### src/hdl/pmpt_pkg.sv
`timescale 1ns / 1ps
// shared types and constants for the promotable max priority table
// no dependencies

package pmpt_pkg;

    localparam int CAPACITY_DEF      = 64;
    localparam int VALUE_BITS_DEF    = 32;
    localparam int PRIORITY_BITS_DEF = 16;

    // fixed widths of the stream fields
    localparam int ID_W    = 6;
    localparam int VALUE_W = 32;
    localparam int PRIO_W  = 16;

    typedef enum logic [2:0] {
        CMD_ADD     = 3'd0,
        CMD_PROMOTE = 3'd1,
        CMD_PEEK    = 3'd2,
        CMD_POP     = 3'd3,
        CMD_LOOKUP  = 3'd4
    } cmd_t;

    typedef enum logic [1:0] {
        ST_OK       = 2'd0,
        ST_FULL     = 2'd1,
        ST_EMPTY    = 2'd2,
        ST_NOT_LIVE = 2'd3
    } status_t;

    // command broadcast from the control to every cell
    typedef struct packed {
        cmd_t cmd;
        logic id_ok;   // item id is below capacity
        logic add_ok;  // an unused id is still left
    } req_t;

endpackage

### src/hdl/pmpt_cell.sv
`timescale 1ns / 1ps
// one table entry: value, priority and live mark, plus one stage of the scan token
// depends on pmpt_pkg

module pmpt_cell #(
    parameter int CAPACITY      = pmpt_pkg::CAPACITY_DEF,
    parameter int VALUE_BITS    = pmpt_pkg::VALUE_BITS_DEF,
    parameter int PRIORITY_BITS = pmpt_pkg::PRIORITY_BITS_DEF,
    parameter int IDX           = 0
) (
    input  logic                         aclk,
    input  logic                         aresetn,
    input  pmpt_pkg::req_t               req,
    input  logic [$clog2(CAPACITY)-1:0]  id_idx,
    input  logic [$clog2(CAPACITY)-1:0]  add_idx,
    input  logic [VALUE_BITS-1:0]        add_value,
    input  logic                         kill,
    input  logic [$clog2(CAPACITY)-1:0]  kill_idx,
    input  logic                         tok_valid_in,
    input  logic                         tok_found_in,
    input  logic [$clog2(CAPACITY)-1:0]  tok_idx_in,
    input  logic [VALUE_BITS-1:0]        tok_value_in,
    input  logic [PRIORITY_BITS-1:0]     tok_prio_in,
    output logic                         tok_valid_out,
    output logic                         tok_found_out,
    output logic [$clog2(CAPACITY)-1:0]  tok_idx_out,
    output logic [VALUE_BITS-1:0]        tok_value_out,
    output logic [PRIORITY_BITS-1:0]     tok_prio_out
);

    localparam int IW = $clog2(CAPACITY);
    localparam logic [IW-1:0] MY_IDX = IW'(IDX);

    logic                     live_reg;
    logic [VALUE_BITS-1:0]    value_reg;
    logic [PRIORITY_BITS-1:0] prio_reg;

    logic                     tok_valid_reg;
    logic                     tok_found_reg;
    logic [IW-1:0]            tok_idx_reg;
    logic [VALUE_BITS-1:0]    tok_value_reg;
    logic [PRIORITY_BITS-1:0] tok_prio_reg;

    logic                     tok_found_next;
    logic [IW-1:0]            tok_idx_next;
    logic [VALUE_BITS-1:0]    tok_value_next;
    logic [PRIORITY_BITS-1:0] tok_prio_next;
    logic                     do_add;
    logic                     do_promote;
    logic                     id_hit;
    logic [PRIORITY_BITS-1:0] prio_inc;

    assign id_hit   = req.id_ok && (id_idx == MY_IDX) && live_reg;
    assign prio_inc = (prio_reg == {PRIORITY_BITS{1'b1}}) ? prio_reg
                                                          : prio_reg + 1'b1;

    always_comb begin
        tok_found_next = tok_found_in;
        tok_idx_next   = tok_idx_in;
        tok_value_next = tok_value_in;
        tok_prio_next  = tok_prio_in;
        do_add         = 1'b0;
        do_promote     = 1'b0;
        if (tok_valid_in) begin
            case (req.cmd)
                pmpt_pkg::CMD_ADD: begin
                    if (req.add_ok && add_idx == MY_IDX) begin
                        do_add         = 1'b1;
                        tok_found_next = 1'b1;
                        tok_idx_next   = MY_IDX;
                        tok_value_next = add_value;
                        tok_prio_next  = '0;
                    end
                end
                pmpt_pkg::CMD_PROMOTE: begin
                    if (id_hit) begin
                        do_promote     = 1'b1;
                        tok_found_next = 1'b1;
                        tok_idx_next   = MY_IDX;
                        tok_value_next = value_reg;
                        tok_prio_next  = prio_inc;
                    end
                end
                pmpt_pkg::CMD_LOOKUP: begin
                    if (id_hit) begin
                        tok_found_next = 1'b1;
                        tok_idx_next   = MY_IDX;
                        tok_value_next = value_reg;
                        tok_prio_next  = prio_reg;
                    end
                end
                pmpt_pkg::CMD_PEEK, pmpt_pkg::CMD_POP: begin
                    // later index wins ties, so take on equal priority
                    if (live_reg && (!tok_found_in || prio_reg >= tok_prio_in)) begin
                        tok_found_next = 1'b1;
                        tok_idx_next   = MY_IDX;
                        tok_value_next = value_reg;
                        tok_prio_next  = prio_reg;
                    end
                end
                default: begin
                end
            endcase
        end
    end

    always_ff @(posedge aclk) begin
        if (!aresetn) begin
            live_reg      <= 1'b0;
            tok_valid_reg <= 1'b0;
        end else begin
            tok_valid_reg <= tok_valid_in;
            if (do_add) begin
                live_reg <= 1'b1;
            end else if (kill && kill_idx == MY_IDX) begin
                live_reg <= 1'b0;
            end
        end
    end

    always_ff @(posedge aclk) begin
        if (do_add) begin
            value_reg <= add_value;
            prio_reg  <= '0;
        end else if (do_promote) begin
            prio_reg <= prio_inc;
        end
        tok_found_reg <= tok_found_next;
        tok_idx_reg   <= tok_idx_next;
        tok_value_reg <= tok_value_next;
        tok_prio_reg  <= tok_prio_next;
    end

    assign tok_valid_out = tok_valid_reg;
    assign tok_found_out = tok_found_reg;
    assign tok_idx_out   = tok_idx_reg;
    assign tok_value_out = tok_value_reg;
    assign tok_prio_out  = tok_prio_reg;

endmodule

### config.mk
export PLATFORM = sky130hd
export DESIGN_NAME = pmpt_cell
export DESIGN_NICKNAME = d
export VERILOG_FILES = /design/src/hdl/pmpt_pkg.sv /design/src/hdl/pmpt_cell.sv
export SDC_FILE = /design/constraint.sdc
export NUM_CORES = 1
export LEC_CHECK = 0
export BUFFER_PORTS_ARGS = -buffer_cell sky130_fd_sc_hd__buf_2
export CORE_UTILIZATION = 35
export DETAILED_ROUTE_END_ITERATION = 8
export PLACE_DENSITY_LB_ADDON = 0.1
export RECOVER_POWER = 50
export SKIP_LAST_GASP = 1
export SLEW_MARGIN = 40
export SYNTH_ARGS = -nofsm -noshare
export SYNTH_HDL_FRONTEND = slang
export SYNTH_SLANG_ARGS = --single-unit
### constraint.sdc
create_clock -name aclk -period 2.8 [get_ports aclk]
set_input_delay 0.14 -clock aclk [delete_from_list [all_inputs] [get_ports aclk]]
set_output_delay 0.14 -clock aclk [all_outputs]
set_load 0.01 [all_outputs]
==> impl_metrics.yaml <==
run_status:
  status: "complete, no violations"
sta:
  fmax_ghz: 0.363
  min_period_over_period_pct: 98.3
  setup_viol: 0
  fin_hold_ws_ns: 0.0109
  post-route-min-period_ns: 2.75
  slew_headroom_pct: 30.2
  drv_slew: 0
  skew_ns: 0.00964
  worst_pin_slew_ns: 1.05
  hold_viol_final: 0
worst_setup_path:
  rrSetupSlack_ns: 0.05
  max_stage_delay_ns: 0.52
  cp.depth: 8
  critPathTopFamily: "compound AO/OA/AOI/OAI gates"
  crit_path_start: "prio_reg[5]"
  cp.arrival_ns: 2.99
  cp_max_fo: 11
  crit_buf_inv: 1
  critical_path_class: "register to register"
  crit_end: "tok_value_out[5]"
  timing.rr.end: "tok_value_out[5]"
  cp.required_ns: 3.04
  start_kind: "register"
  crit_slowest_cell: "or4_1"
  r2r_cells: 8
  crit_top_cell: "nand3_4"
  crit_path_end_kind: "register"
  cp_cell_sequence: "ha_4, nand3_4, or4_1, o32a_1, a31oi_4, nand3_4, buf_12, a221o_1"
  r2r-start: "prio_reg[5]"
place:
  dpl_cell_area_sq_mm: 0.00613
  gp_congestion: 0.837
  dp.cells: 828
  io_buffer_count: 169
  place_hpwl_microns: 10700
global_route:
  grt.total_usage_pct: 20.6
  overflow: 0
  antenna_found_initial: 0
  grt_pass1_wl_microns: 23000
  grt_pass1_vias: 4588
  grt_max_degree: 42
layout:
  fin_nets: 848
  fillers: 1320
  num_antenna_cells: 0
  instances_no_fill: 898
  design_area_sq_mm: 0.00708
  final_common_cell: "buf_2"
  utilization_pct: 52.6
  layout-drive-gt1-share_pct: 24.7
  synthToLayoutAreaGrowth_pct: 43.9
  final_cell_mix: "buf_2 (93), clkbuf_1 (75), dfxtp_1 (65), dlygate4sd3_1 (48), a221o_1 (47)"
power:
  leakage_nw: 2.85
  power_density_mw_per_mm2: 477
  peakVddDrop_uv: 258
  p_int_w: 0.00257
  pwr-share-seq_pct: 48.7
  combPwrFrac_pct: 12.7
  finalPower_w: 0.00337
  power.net_switching_w: 0.000800
  swShare_pct: 23.7
  clkPwrFrac_pct: 38.6
drt:
  drc_errors: 0
  drtIter0Drc: 320
  highest_layer: "met4"
  ant_nets: 0
  m1WireLength_microns: 6650
  viasPerCell: 5.36
  wl_met2_microns: 7550
  via_count: 4810
  wl_microns: 15800
  dr.pass1.iters: 5
  routedWlPerCell_microns: 17.5
  wl_met3_microns: 1110
yosys:
  synth_edf_count: 32
  syn_avg_cell_area_sq_um: 10.1
  syn_nets: 617
  synthFlopType: "dfxtp_1"
  synthDistinctLibCells: 58
  synth_top_area_cell: "dfxtp_1"
  synthArstFlopShare_pct: 0
  synth_area_leaders: "dfxtp_1 (30%), edfxtp_1 (20%), a221o_1 (9.6%), and3_1 (4.6%), ha_1 (4.3%)"
  synth_seq_area_share_pct: 49.3
  ys_ff_latch: 105
  postSynthCellCount: 486
  netlist.area_leader.share_pct: 29.7
  yosysWarnings: 0
  netlist_area_sq_mm: 0.00492
die:
  die-area_sq_mm: 0.0145
  initial_utilization_pct: 36.5
  rows: 42
  core-area_sq_mm: 0.0135
  num_io_pins: 170
  die_y_microns: 121
  die_w_microns: 121
clock_tree:
  clock-root-buffer: "clkbuf_16"
  cts_tree: "built"
  worst_skew_pair.late_latency_ns: 0.36
  clock_sinks: 105
  clk_pin_slew_ns: 0.07
  cts_buffer_depth: 2
  numCtsBuffers: 9
  htreeDepth: 3
worst_hold_path:
  hold_class: "input pin to register"
job:
  maxCapViolations: 0
final cells by class:
type	instances	area [sq um]	area share [%]
clock inverter	6	65.1	0.920
sequential	105	2430	34.4
inverter	19	71.3	1.01
multi-input combinational	325	2420	34.2
tap	176	220	3.11
timing repair buffer	257	1630	23.0
clock buffer	10	239	3.38
worst min path at each step:
stage                     start                end  slack, ns  depth (start not counted)
6_report       tok_value_in[30]  tok_value_out[30]       0.01                          2
5_1_grt        tok_value_in[23]  tok_value_out[23]      0.002                          2
4_1_cts        tok_value_in[30]  tok_value_out[30]   0.000009                          2
3_5_place_dp      add_value[14]      value_reg[14]       0.33                          1
3_3_place_gp      add_value[11]      value_reg[11]       0.33                          1
2_1_floorplan      add_value[0]       value_reg[0]       0.24                          0
Yosys cell counts (3+ instances only):
library cell	count
o21ai_0	20
nor2_1	21
a21oi_1	26
xnor2_1	4
and4_1	3
inv_1	19
nor2b_1	4
ha_1	17
buf_2	5
a31oi_1	5
nand3_1	14
nand4_1	9
a211oi_1	4
a21o_1	3
nand2_1	30
a2111oi_0	3
and3_1	36
and2_1	12
nor3_1	10
or3_1	5
xor2_1	4
a221o_1	47
edfxtp_1	32
o2111ai_1	3
clkbuf_1	30
nor4b_1	4
dfxtp_1	73
nand2b_1	6
worst register-to-register path: cells and delay by family (launching register included):
family,cells,cell delay [ns]
AO/OA/AOI/OAI,3,0.97
adder cells (fa/ha/maj),1,0.29
flip-flops,1,0.34
AND/OR/NAND/NOR,3,0.82
buffers and inverters,1,0.22
repair_timing:
action,CTS,global route
setup buffers,0,2
gates resized for setup,1,21
hold endpoints to repair,46,2
hold buffers,46,2
setup endpoints to repair,27,44
gates cloned,0,5
pin swaps,0,5
power by group through the flow:
stage | clock [W] | combinational [W] | sequential, W
after CTS | 0.00133 | 0.000408 | 0.00164
after floorplan | 0 | 0.000128 | 0.00171
after global placement | 0 | 0.000349 | 0.00168
after detailed placement | 0 | 0.000355 | 0.00168
final | 0.00130 | 0.000428 | 0.00164
after global routing | 0.00138 | 0.000460 | 0.00165
through the flow:
step | setup WS (ns) | TNS, ns
finish | 0.0464 | 0
global route | -0.00497 | -0.0167
CTS | 0.00475 | 0
detailed placement | -0.00301 | -0.00357
global placement | 0.0459 | 0
floorplan | 0.122 | 0
kinds of logic (layout without fill, tap and decap cells):
kind of cell / Yosys count / count (layout) / share of synthesized area [%]
compound gates: 132 / 132 / 20.9
buf+inv: 56 / 292 / 4.71
fa+ha+maj: 17 / 17 / 4.33
simple gates: 166 / 166 / 18.9
xor+xnor: 8 / 8 / 1.43
mux: 2 / 2 / 0.407
flops: 105 / 105 / 49.3
per-layer routing:
metal	GRT usage [%]	vias to the layer above
met4	8.56	0
met2	35.4	214
met5	0	-
met3	4.06	27
li1	-	2323
met1	25.1	2246
Note: power is estimated with default switching activity, not from simulation.
